### src/hdl/rtd_pkg.sv
`timescale 1ns / 1ps
`default_nettype none
// ----------------------------------------------------------------------------
// rtd_pkg: shared types and constants of the reaction tap detector
// Item layouts, operation/event/mode codes, register indexes and reset values.
// ----------------------------------------------------------------------------
package rtd_pkg;

  localparam int SAMPLE_BITS  = 12;
  localparam int COUNTER_BITS = 16;
  localparam int LEVEL_BITS   = 12;
  localparam int TIME_BITS    = 16;
  localparam int TOTAL_BITS   = 16;
  localparam int CFG_IDX_BITS = 3;
  localparam int CFG_DATA_BITS = 16;

  localparam logic [TIME_BITS-1:0] RETURN_DELAY = TIME_BITS'(300);

  // operation codes
  localparam logic [2:0] OP_TICK       = 3'd0;
  localparam logic [2:0] OP_START      = 3'd1;
  localparam logic [2:0] OP_STOP       = 3'd2;
  localparam logic [2:0] OP_ACTIVATE   = 3'd3;
  localparam logic [2:0] OP_DEACTIVATE = 3'd4;

  // event codes
  localparam logic [1:0] EV_NONE  = 2'd0;
  localparam logic [1:0] EV_HIT   = 2'd1;
  localparam logic [1:0] EV_MISS  = 2'd2;
  localparam logic [1:0] EV_DEBUG = 2'd3;

  // reported mode codes
  localparam logic [2:0] MODE_CODE_IDLE  = 3'd0;
  localparam logic [2:0] MODE_CODE_WAIT  = 3'd1;
  localparam logic [2:0] MODE_CODE_ARMED = 3'd2;
  localparam logic [2:0] MODE_CODE_HIT   = 3'd3;
  localparam logic [2:0] MODE_CODE_MISS  = 3'd4;

  // register indexes
  localparam logic [CFG_IDX_BITS-1:0] REG_DEFAULT_TIMEOUT = 3'd0;
  localparam logic [CFG_IDX_BITS-1:0] REG_DEBOUNCE        = 3'd1;
  localparam logic [CFG_IDX_BITS-1:0] REG_TAP_THRESHOLD   = 3'd2;
  localparam logic [CFG_IDX_BITS-1:0] REG_TAP_SPIKE       = 3'd3;
  localparam logic [CFG_IDX_BITS-1:0] REG_GRACE           = 3'd4;
  localparam logic [CFG_IDX_BITS-1:0] REG_DEBUG_ENABLE    = 3'd5;
  localparam logic [CFG_IDX_BITS-1:0] REG_DEBUG_THRESHOLD = 3'd6;
  localparam logic [CFG_IDX_BITS-1:0] REG_DEBUG_SPIKE     = 3'd7;

  typedef enum logic [4:0] {
    MODE_IDLE  = 5'b00001,
    MODE_WAIT  = 5'b00010,
    MODE_ARMED = 5'b00100,
    MODE_HIT   = 5'b01000,
    MODE_MISS  = 5'b10000
  } mode_e;

  typedef struct packed {
    logic [2:0]             operation;
    logic [SAMPLE_BITS-1:0] sample;
    logic [TIME_BITS-1:0]   timeout_ms;
  } in_item_t;

  typedef struct packed {
    logic [1:0]            event_res;
    logic [TIME_BITS-1:0]  time_ms;
    logic [2:0]            mode;
    logic [TOTAL_BITS-1:0] hit_count;
    logic [TOTAL_BITS-1:0] miss_count;
  } out_item_t;

  typedef struct packed {
    logic [TIME_BITS-1:0]  default_timeout_ms;
    logic [TIME_BITS-1:0]  debounce_ticks;
    logic [LEVEL_BITS-1:0] tap_threshold;
    logic [LEVEL_BITS-1:0] tap_spike;
    logic [TIME_BITS-1:0]  grace_ms;
    logic                  debug_enable;
    logic [LEVEL_BITS-1:0] debug_threshold;
    logic [LEVEL_BITS-1:0] debug_spike;
  } cfg_t;

  localparam cfg_t CFG_RESET = '{
    default_timeout_ms: TIME_BITS'(3000),
    debounce_ticks:     TIME_BITS'(100),
    tap_threshold:      LEVEL_BITS'(150),
    tap_spike:          LEVEL_BITS'(50),
    grace_ms:           TIME_BITS'(300),
    debug_enable:       1'b0,
    debug_threshold:    LEVEL_BITS'(100),
    debug_spike:        LEVEL_BITS'(30)
  };

  function automatic logic [2:0] mode_code(input mode_e m);
    logic [2:0] c;
    c = MODE_CODE_IDLE;
    case (m)
      MODE_IDLE:  c = MODE_CODE_IDLE;
      MODE_WAIT:  c = MODE_CODE_WAIT;
      MODE_ARMED: c = MODE_CODE_ARMED;
      MODE_HIT:   c = MODE_CODE_HIT;
      MODE_MISS:  c = MODE_CODE_MISS;
      default:    c = MODE_CODE_IDLE;
    endcase
    return c;
  endfunction

endpackage
`default_nettype wire

### src/hdl/rtd_cfg_regs.sv
`timescale 1ns / 1ps
`default_nettype none
// ----------------------------------------------------------------------------
// rtd_cfg_regs: configuration register file
// Write-only registers, loaded by index, with their documented reset values.
// ----------------------------------------------------------------------------
module rtd_cfg_regs (
  input  wire logic                               clk_i,
  input  wire logic                               rst_ni,
  input  wire logic                               cfg_we_i,
  input  wire logic [rtd_pkg::CFG_IDX_BITS-1:0]   cfg_idx_i,
  input  wire logic [rtd_pkg::CFG_DATA_BITS-1:0]  cfg_wdata_i,
  output rtd_pkg::cfg_t                           cfg_o
);
  import rtd_pkg::*;

  cfg_t cfg_q, cfg_d;

  always_comb begin
    cfg_d = cfg_q;
    if (cfg_we_i) begin
      case (cfg_idx_i)
        REG_DEFAULT_TIMEOUT: cfg_d.default_timeout_ms = cfg_wdata_i[TIME_BITS-1:0];
        REG_DEBOUNCE:        cfg_d.debounce_ticks     = cfg_wdata_i[TIME_BITS-1:0];
        REG_TAP_THRESHOLD:   cfg_d.tap_threshold      = cfg_wdata_i[LEVEL_BITS-1:0];
        REG_TAP_SPIKE:       cfg_d.tap_spike          = cfg_wdata_i[LEVEL_BITS-1:0];
        REG_GRACE:           cfg_d.grace_ms           = cfg_wdata_i[TIME_BITS-1:0];
        REG_DEBUG_ENABLE:    cfg_d.debug_enable       = cfg_wdata_i[0];
        REG_DEBUG_THRESHOLD: cfg_d.debug_threshold    = cfg_wdata_i[LEVEL_BITS-1:0];
        REG_DEBUG_SPIKE:     cfg_d.debug_spike        = cfg_wdata_i[LEVEL_BITS-1:0];
        default:             cfg_d = cfg_q;
      endcase
    end
  end

  always_ff @(posedge clk_i or negedge rst_ni) begin
    if (!rst_ni) begin
      cfg_q <= CFG_RESET;
    end else begin
      cfg_q <= cfg_d;
    end
  end

  assign cfg_o = cfg_q;

endmodule
`default_nettype wire

### src/hdl/reaction_tap_detector.sv
`timescale 1ns / 1ps
`default_nettype none
// Path: an accepted item lands in the input register, and its result is
//   registered in the result register, which drives the output.
// Throughput: one item per cycle if not stalled; the tick update is a single
//   pass of counter increments and level compares, input to result register.
// Reset: asynchronous, active low; mode idle, counters and totals cleared,
//   debounce counters saturated, registers at their documented defaults.
// ----------------------------------------------------------------------------
// reaction_tap_detector: reaction-time trainer for a piezo pad
// Tracks arming, grace, debounce, hits, misses and debug taps per 1 ms tick.
// ----------------------------------------------------------------------------
module reaction_tap_detector #(
  parameter int CounterBits = rtd_pkg::COUNTER_BITS
) (
  input  wire logic                               clk_i,
  input  wire logic                               rst_ni,
  input  wire logic                               cfg_we_i,
  input  wire logic [rtd_pkg::CFG_IDX_BITS-1:0]   cfg_idx_i,
  input  wire logic [rtd_pkg::CFG_DATA_BITS-1:0]  cfg_wdata_i,
  input  wire logic                               in_valid_i,
  output logic                                    in_stall_o,
  input  wire rtd_pkg::in_item_t                  in_item_i,
  output logic                                    out_valid_o,
  input  wire logic                               out_stall_i,
  output rtd_pkg::out_item_t                      out_item_o
);
  import rtd_pkg::*;

  // comparison width covering both counters and 16-bit register values
  localparam int CmpBits = (CounterBits > TIME_BITS) ? CounterBits : TIME_BITS;
  localparam int SumBits = ((SAMPLE_BITS > LEVEL_BITS) ? SAMPLE_BITS : LEVEL_BITS) + 1;

  cfg_t cfg;

  rtd_cfg_regs u_cfg (
    .clk_i       (clk_i),
    .rst_ni      (rst_ni),
    .cfg_we_i    (cfg_we_i),
    .cfg_idx_i   (cfg_idx_i),
    .cfg_wdata_i (cfg_wdata_i),
    .cfg_o       (cfg)
  );

  // handshake
  logic      in_valid_q;
  in_item_t  in_q;
  logic      out_valid_q;
  out_item_t out_q, out_d;
  logic      advance;

  assign advance    = in_valid_q && (!out_valid_q || !out_stall_i);
  assign in_stall_o = in_valid_q && !advance;

  // state
  mode_e                   mode_q, mode_d;
  logic [CounterBits-1:0]  arm_cnt_q, arm_cnt_d;
  logic [CounterBits-1:0]  hit_cnt_q, hit_cnt_d;
  logic [CounterBits-1:0]  chg_cnt_q, chg_cnt_d;
  logic [CounterBits-1:0]  dbg_cnt_q, dbg_cnt_d;
  logic [SAMPLE_BITS-1:0]  baseline_q, baseline_d;
  logic [SAMPLE_BITS-1:0]  prev_q, prev_d;
  logic [TIME_BITS-1:0]    timeout_q, timeout_d;
  logic [TOTAL_BITS-1:0]   hits_q, hits_d;
  logic [TOTAL_BITS-1:0]   misses_q, misses_d;

  // tick datapath
  logic [CounterBits-1:0]  arm_inc, hit_inc, chg_inc, dbg_inc;
  logic [CmpBits-1:0]      arm_w, hit_w, dbg_w;
  logic [SumBits-1:0]      smp_w, arm_lim, dbg_lim;
  logic                    armed_tap, debug_tap, in_grace;
  logic [1:0]              ev;
  logic [CmpBits-1:0]      tm_w;

  assign arm_inc = (arm_cnt_q == '1) ? arm_cnt_q : arm_cnt_q + 1'b1;
  assign hit_inc = (hit_cnt_q == '1) ? hit_cnt_q : hit_cnt_q + 1'b1;
  assign chg_inc = (chg_cnt_q == '1) ? chg_cnt_q : chg_cnt_q + 1'b1;
  assign dbg_inc = (dbg_cnt_q == '1) ? dbg_cnt_q : dbg_cnt_q + 1'b1;

  assign arm_w = CmpBits'(arm_inc);
  assign hit_w = CmpBits'(hit_inc);
  assign dbg_w = CmpBits'(dbg_inc);

  // a rise over a reference: sample > reference + limit, no wrap in SumBits
  assign smp_w   = SumBits'(in_q.sample);
  assign arm_lim = SumBits'(baseline_q) + SumBits'(cfg.tap_spike);
  assign dbg_lim = SumBits'(prev_q) + SumBits'(cfg.debug_spike);

  assign in_grace  = arm_w < CmpBits'(cfg.grace_ms);
  assign armed_tap = ((smp_w > SumBits'(cfg.tap_threshold)) || (smp_w > arm_lim)) &&
                     (hit_w > CmpBits'(cfg.debounce_ticks));
  assign debug_tap = ((smp_w > SumBits'(cfg.debug_threshold)) || (smp_w > dbg_lim)) &&
                     (dbg_w > CmpBits'(cfg.debounce_ticks));

  always_comb begin
    mode_d     = mode_q;
    arm_cnt_d  = arm_cnt_q;
    hit_cnt_d  = hit_cnt_q;
    chg_cnt_d  = chg_cnt_q;
    dbg_cnt_d  = dbg_cnt_q;
    baseline_d = baseline_q;
    prev_d     = prev_q;
    timeout_d  = timeout_q;
    hits_d     = hits_q;
    misses_d   = misses_q;
    ev         = EV_NONE;
    tm_w       = '0;

    case (in_q.operation)
      OP_TICK: begin
        arm_cnt_d = arm_inc;
        hit_cnt_d = hit_inc;
        chg_cnt_d = chg_inc;
        dbg_cnt_d = dbg_inc;

        if (mode_q == MODE_ARMED) begin
          if (!in_grace) begin
            if (armed_tap) begin
              hit_cnt_d = '0;
              ev        = EV_HIT;
              tm_w      = arm_w;
              hits_d    = (hits_q == '1) ? hits_q : hits_q + 1'b1;
              mode_d    = MODE_HIT;
              chg_cnt_d = '0;
            end else begin
              baseline_d = in_q.sample;
            end
          end
        end else if (cfg.debug_enable && debug_tap) begin
          dbg_cnt_d = '0;
          ev        = EV_DEBUG;
        end

        // timeout check sees the mode after tap detection
        if (mode_d == MODE_ARMED && arm_w > CmpBits'(timeout_q)) begin
          ev        = EV_MISS;
          tm_w      = CmpBits'(timeout_q);
          misses_d  = (misses_q == '1) ? misses_q : misses_q + 1'b1;
          mode_d    = MODE_MISS;
          chg_cnt_d = '0;
        end

        if ((mode_d == MODE_HIT || mode_d == MODE_MISS) &&
            CmpBits'(chg_cnt_d) > CmpBits'(RETURN_DELAY)) begin
          mode_d = MODE_WAIT;
        end

        prev_d = in_q.sample;
      end
      OP_START: begin
        mode_d   = MODE_WAIT;
        hits_d   = '0;
        misses_d = '0;
      end
      OP_STOP: begin
        mode_d = MODE_IDLE;
      end
      OP_ACTIVATE: begin
        if (mode_q == MODE_WAIT) begin
          mode_d     = MODE_ARMED;
          arm_cnt_d  = '0;
          timeout_d  = (in_q.timeout_ms != '0) ? in_q.timeout_ms : cfg.default_timeout_ms;
          baseline_d = in_q.sample;
        end
      end
      OP_DEACTIVATE: begin
        if (mode_q == MODE_ARMED) begin
          mode_d = MODE_WAIT;
        end
      end
      default: begin
        mode_d = mode_q;
      end
    endcase

    out_d.event_res  = ev;
    out_d.time_ms    = (tm_w > CmpBits'({TIME_BITS{1'b1}})) ? '1 : tm_w[TIME_BITS-1:0];
    out_d.mode       = mode_code(mode_d);
    out_d.hit_count  = hits_d;
    out_d.miss_count = misses_d;
  end

  // input register
  always_ff @(posedge clk_i or negedge rst_ni) begin
    if (!rst_ni) begin
      in_valid_q <= 1'b0;
    end else if (!in_stall_o) begin
      in_valid_q <= in_valid_i;
    end
  end

  always_ff @(posedge clk_i) begin
    if (in_valid_i && !in_stall_o) begin
      in_q <= in_item_i;
    end
  end

  // result register and block state
  always_ff @(posedge clk_i or negedge rst_ni) begin
    if (!rst_ni) begin
      out_valid_q <= 1'b0;
      mode_q      <= MODE_IDLE;
      arm_cnt_q   <= '0;
      hit_cnt_q   <= '1;
      chg_cnt_q   <= '0;
      dbg_cnt_q   <= '1;
      baseline_q  <= '0;
      prev_q      <= '0;
      timeout_q   <= '0;
      hits_q      <= '0;
      misses_q    <= '0;
    end else begin
      if (advance) begin
        out_valid_q <= 1'b1;
        mode_q      <= mode_d;
        arm_cnt_q   <= arm_cnt_d;
        hit_cnt_q   <= hit_cnt_d;
        chg_cnt_q   <= chg_cnt_d;
        dbg_cnt_q   <= dbg_cnt_d;
        baseline_q  <= baseline_d;
        prev_q      <= prev_d;
        timeout_q   <= timeout_d;
        hits_q      <= hits_d;
        misses_q    <= misses_d;
      end else if (!out_stall_i) begin
        out_valid_q <= 1'b0;
      end
    end
  end

  always_ff @(posedge clk_i) begin
    if (advance) begin
      out_q <= out_d;
    end
  end

  assign out_valid_o = out_valid_q;
  assign out_item_o  = out_q;

  // checks
  a_mode_onehot: assert property (@(posedge clk_i) disable iff (!rst_ni)
    $onehot(mode_q))
    else $error("mode register not one-hot");

  a_hit_mode: assert property (@(posedge clk_i) disable iff (!rst_ni)
    (out_valid_q && out_q.event_res == EV_HIT) |-> out_q.mode == MODE_CODE_HIT)
    else $error("hit reported outside hit mode");

  a_miss_mode: assert property (@(posedge clk_i) disable iff (!rst_ni)
    (out_valid_q && out_q.event_res == EV_MISS) |-> out_q.mode == MODE_CODE_MISS)
    else $error("miss reported outside miss mode");

  a_stall_src: assert property (@(posedge clk_i) disable iff (!rst_ni)
    in_stall_o |-> (in_valid_q && out_valid_q && out_stall_i))
    else $error("input stalled without a blocked result");

  a_hold_state: assert property (@(posedge clk_i) disable iff (!rst_ni)
    !advance |=> $stable(mode_q) && $stable(hits_q) && $stable(misses_q))
    else $error("state changed without an item");

endmodule
`default_nettype wire
### config.mk
export PLATFORM = sky130hd
export DESIGN_NAME = reaction_tap_detector
export DESIGN_NICKNAME = d
export VERILOG_FILES = /design/src/hdl/rtd_pkg.sv /design/src/hdl/rtd_cfg_regs.sv /design/src/hdl/reaction_tap_detector.sv
export SDC_FILE = /design/constraint.sdc
export NUM_CORES = 1
export LEC_CHECK = 0
export BUFFER_PORTS_ARGS = -buffer_cell sky130_fd_sc_hd__buf_2
export CAP_MARGIN = 40
export CORE_ASPECT_RATIO = 0.9
export CORE_MARGIN = 2
export CORE_UTILIZATION = 54
export DETAILED_ROUTE_END_ITERATION = 6
export PLACE_DENSITY = 0.75
export SYNTH_ARGS = -nofsm -noshare
export SYNTH_HDL_FRONTEND = slang
export SYNTH_HIERARCHICAL = 1
export SYNTH_SLANG_ARGS = --single-unit
export TNS_END_PERCENT = 20
### constraint.sdc
create_clock -name clk_i -period 5.6 [get_ports clk_i]
set_input_delay 1.12 -clock clk_i [delete_from_list [all_inputs] [get_ports clk_i]]
set_output_delay 1.12 -clock clk_i [all_outputs]
set_load 0.03 [all_outputs]
==> results.json <==
{
  "syn_area_per_cell_um2": 10.3,
  "track_usage_pct": 26.6,
  "synth_edf_count": 84,
  "synth_area_leaders": "dfrtp_1 24%, edfxtp_1 13%, ha_1 9.3%, dfstp_2 8.5%, mux2_2 4.8%",
  "synthCells": 1842,
  "min_period_ps": 5290,
  "synth.most_common_cell": "nand2_1",
  "setup_viol": 0,
  "power_leakage_uw": 0.00942,
  "wl_um": 47700,
  "yosysTopAreaCell": "dfrtp_1",
  "seq_area_frac_synth_pct": 45.6,
  "p_per_area_nw_per_um2": 375,
  "min_period_over_period_pct": 94.5,
  "violations": "DRC",
  "slew_headroom_pct": 35.1,
  "diodes": 0,
  "drc_errors": 2,
  "clockBufferDepth": 3,
  "rr_endpoint": "chg_cnt_q[7]",
  "gr-total-overflow": 0,
  "vias_per_cell": 6.08,
  "worstPathMaxFanout": 9,
  "netlist_area_um2": 18900,
  "coreArea_um2": 34200,
  "holdWs_ps": 477,
  "crit_chain": "ha_1, a21o_1, a21oi_1, o21bai_1, a21oi_1, nor2b_1, o2111ai_1, nand3_1, o41ai_1, xor2_1, ha_1, or4_1, a221oi_1, o21ai_0, a31oi_1, o32a_2, or2_1, nand3_1, or3_1, o21ai_0",
  "postRouteAntennaNets": 0,
  "std_cell_rows": 64,
  "wl_per_cell_um": 19.5,
  "final_nets": 2153,
  "placed_area_um2": 20000,
  "fin_skew_ps": 16.1,
  "drv_cap": 0,
  "drive_gt1_share_pct": 20.2,
  "status": "complete, but fails checks",
  "dp_hpwl_um": 33400,
  "crit_path_top_delay_cell": "dfstp_2",
  "grt_pass1_vias": 14600,
  "die_area_um2": 36500,
  "cts_tree": "built",
  "hold_path.class": "reg2reg",
  "drtIter0Drc": 1060,
  "crit_path_end": "chg_cnt_q[7]",
  "ys.flop_type": "dfrtp_1",
  "crit_path_start_kind": "register",
  "synth_top_area_share_pct": 23.7,
  "grt_setup_unrepaired": "false",
  "ys_types": 84,
  "fin_setup_tns_ps": 0,
  "io_buffers": 109,
  "die_x_um": 201,
  "io_pins": 110,
  "cts.htree.levels": 2,
  "clkLatencyLatePin_ps": 540,
  "synth_nets": 2040,
  "clk_pin_slew_worst_paths_ps": 60,
  "critPathLaunch": "u_cfg/cfg_o[42]",
  "cts.sinks": 324,
  "grt_max_degree": 112,
  "layout.cells.non_filler": 2446,
  "synthArstFlopShare_pct": 74.1,
  "vias": 14900,
  "cp_data_arrival_time_ps": 5750,
  "reg2regPathDepth": 20,
  "die_h_um": 181,
  "largest_reg_flops": 97,
  "rrSetupSlack_ps": 310,
  "reg2reg_from": "u_cfg/cfg_o[42]",
  "grt_pass1_wl_um": 78000,
  "synth_seq_cells": 324,
  "hold_viol": 0,
  "dpl.cell_count": 2378,
  "clockRootBuffer": "clkbuf_16",
  "synth_common_cells": "201 x nand2_1, 179 x dfrtp_1, 141 x ha_1",
  "antenna_found_initial": 0,
  "total_power_uw": 8000,
  "fmax_mhz": 189,
  "end_kind": "register",
  "drv_slew": 0,
  "worst_pin_slew_ps": 964,
  "cts_buffers": 37,
  "required_ps": 6060,
  "ys_warn_count": 6,
  "path_class": "reg2reg",
  "firstDrtPassIters": 7,
  "place.gp.congestion": 0.902,
  "final_area_um2": 21400,
  "ir_drop_uv": 290,
  "initial_utilization_pct": 55.2,
  "cpPeakStageDelay_ps": 540,
  "syn2layout_area_growth_pct": 13.1
}
## kinds of logic (layout without fill, tap and decap cells)
group / Yosys count / in the layout / share of synthesized area, %
buffers and inverters: 179 / 321 / 3.94
AND/OR/NAND/NOR: 612 / 612 / 16.3
multiplexers: 126 / 126 / 8.01
adder cells (fa/ha/maj): 143 / 143 / 9.56
XOR/XNOR: 60 / 60 / 2.78
flip-flops: 324 / 324 / 45.6
AO/OA/AOI/OAI: 398 / 398 / 13.8
## placed cells by master (no fill, tap or decap), drive strengths merged, types with 23 or more instances in the layout
| cell | count |
|---|---|
| nand3 | 84 |
| a21oi | 81 |
| a21o | 25 |
| nor3 | 31 |
| a31oi | 35 |
| ha | 141 |
| mux2 | 111 |
| dfstp | 61 |
| edfxtp | 84 |
| nand4 | 37 |
| xnor2 | 33 |
| nand2 | 201 |
| nor2 | 102 |
| o21ai | 89 |
| and3 | 29 |
| o31ai | 23 |
| buf | 145 |
| a211oi | 26 |
| dfrtp | 179 |
| inv | 109 |
| xor2 | 27 |
| clkbuf | 56 |
## worst max-delay path, delay by kind of cell, from the launching register on
family          cells  cell delay, ps
fa+ha+maj           2             440
simple gates        6            1940
flops               1             540
xor+xnor            1             120
compound gates     11            2170
## how the worst min path moves through the flow
| stage | start | endpoint | slack (ps) | cells after the start |
|---|---|---|---|---|
| 2_1_floorplan | hits_q[7] | hits_q[7] | 440 | 1 |
| 3_3_place_gp | hit_cnt_q[14] | hit_cnt_q[14] | 460 | 2 |
| 3_5_place_dp | hits_q[7] | hits_q[7] | 460 | 1 |
| 4_1_cts | hits_q[7] | hits_q[7] | 470 | 1 |
| 5_1_grt | hit_cnt_q[14] | hit_cnt_q[14] | 490 | 2 |
| 6_report | hit_cnt_q[14] | hit_cnt_q[14] | 480 | 2 |
## power breakdown
group          switching (µW)  total, µW  leakage, µW  internal, µW
registers                 298       3180      0.00370          2880
logic                    1230       2200      0.00509           976
clock network             983       2620     0.000635          1640
total                    2510       8000      0.00942          5490
## per-layer routing
metal | global-route usage [%] | up-vias | share of wire, %
li1 | - | 6999 | -
met1 | 38.1 | 7274 | 45
met2 | 41.4 | 484 | 46
met3 | 4.15 | 107 | 6.3
met4 | 8.71 | 0 | 2.7
met5 | 0 | - | 0
## per-stage QoR
stage	utilization, %	setup WS [ps]
6_report	62.5	305
5_1_grt	62.5	28.1
4_1_cts	62.4	245
3_5_place_dp	58.6	305
3_3_place_gp	58.3	399
2_1_floorplan	-	755
## area by class of cell
type,count,area (µm²)
flip-flops and latches,324,8600
clock buffers,56,1100
clock inverters,12,223
multi-input cells,1339,9560
repair buffers,145,886
inverters,108,407
fillers,2746,12800
well taps,462,578
## timing repair
action,4_1_cts,5_1_grt
setup buffers,0,0
endpoints found under the hold margin,0,0
hold buffers,0,0
setup endpoints to repair,0,23
resized for setup,0,3
No activity file was read; power rests on OpenSTA's default activity.
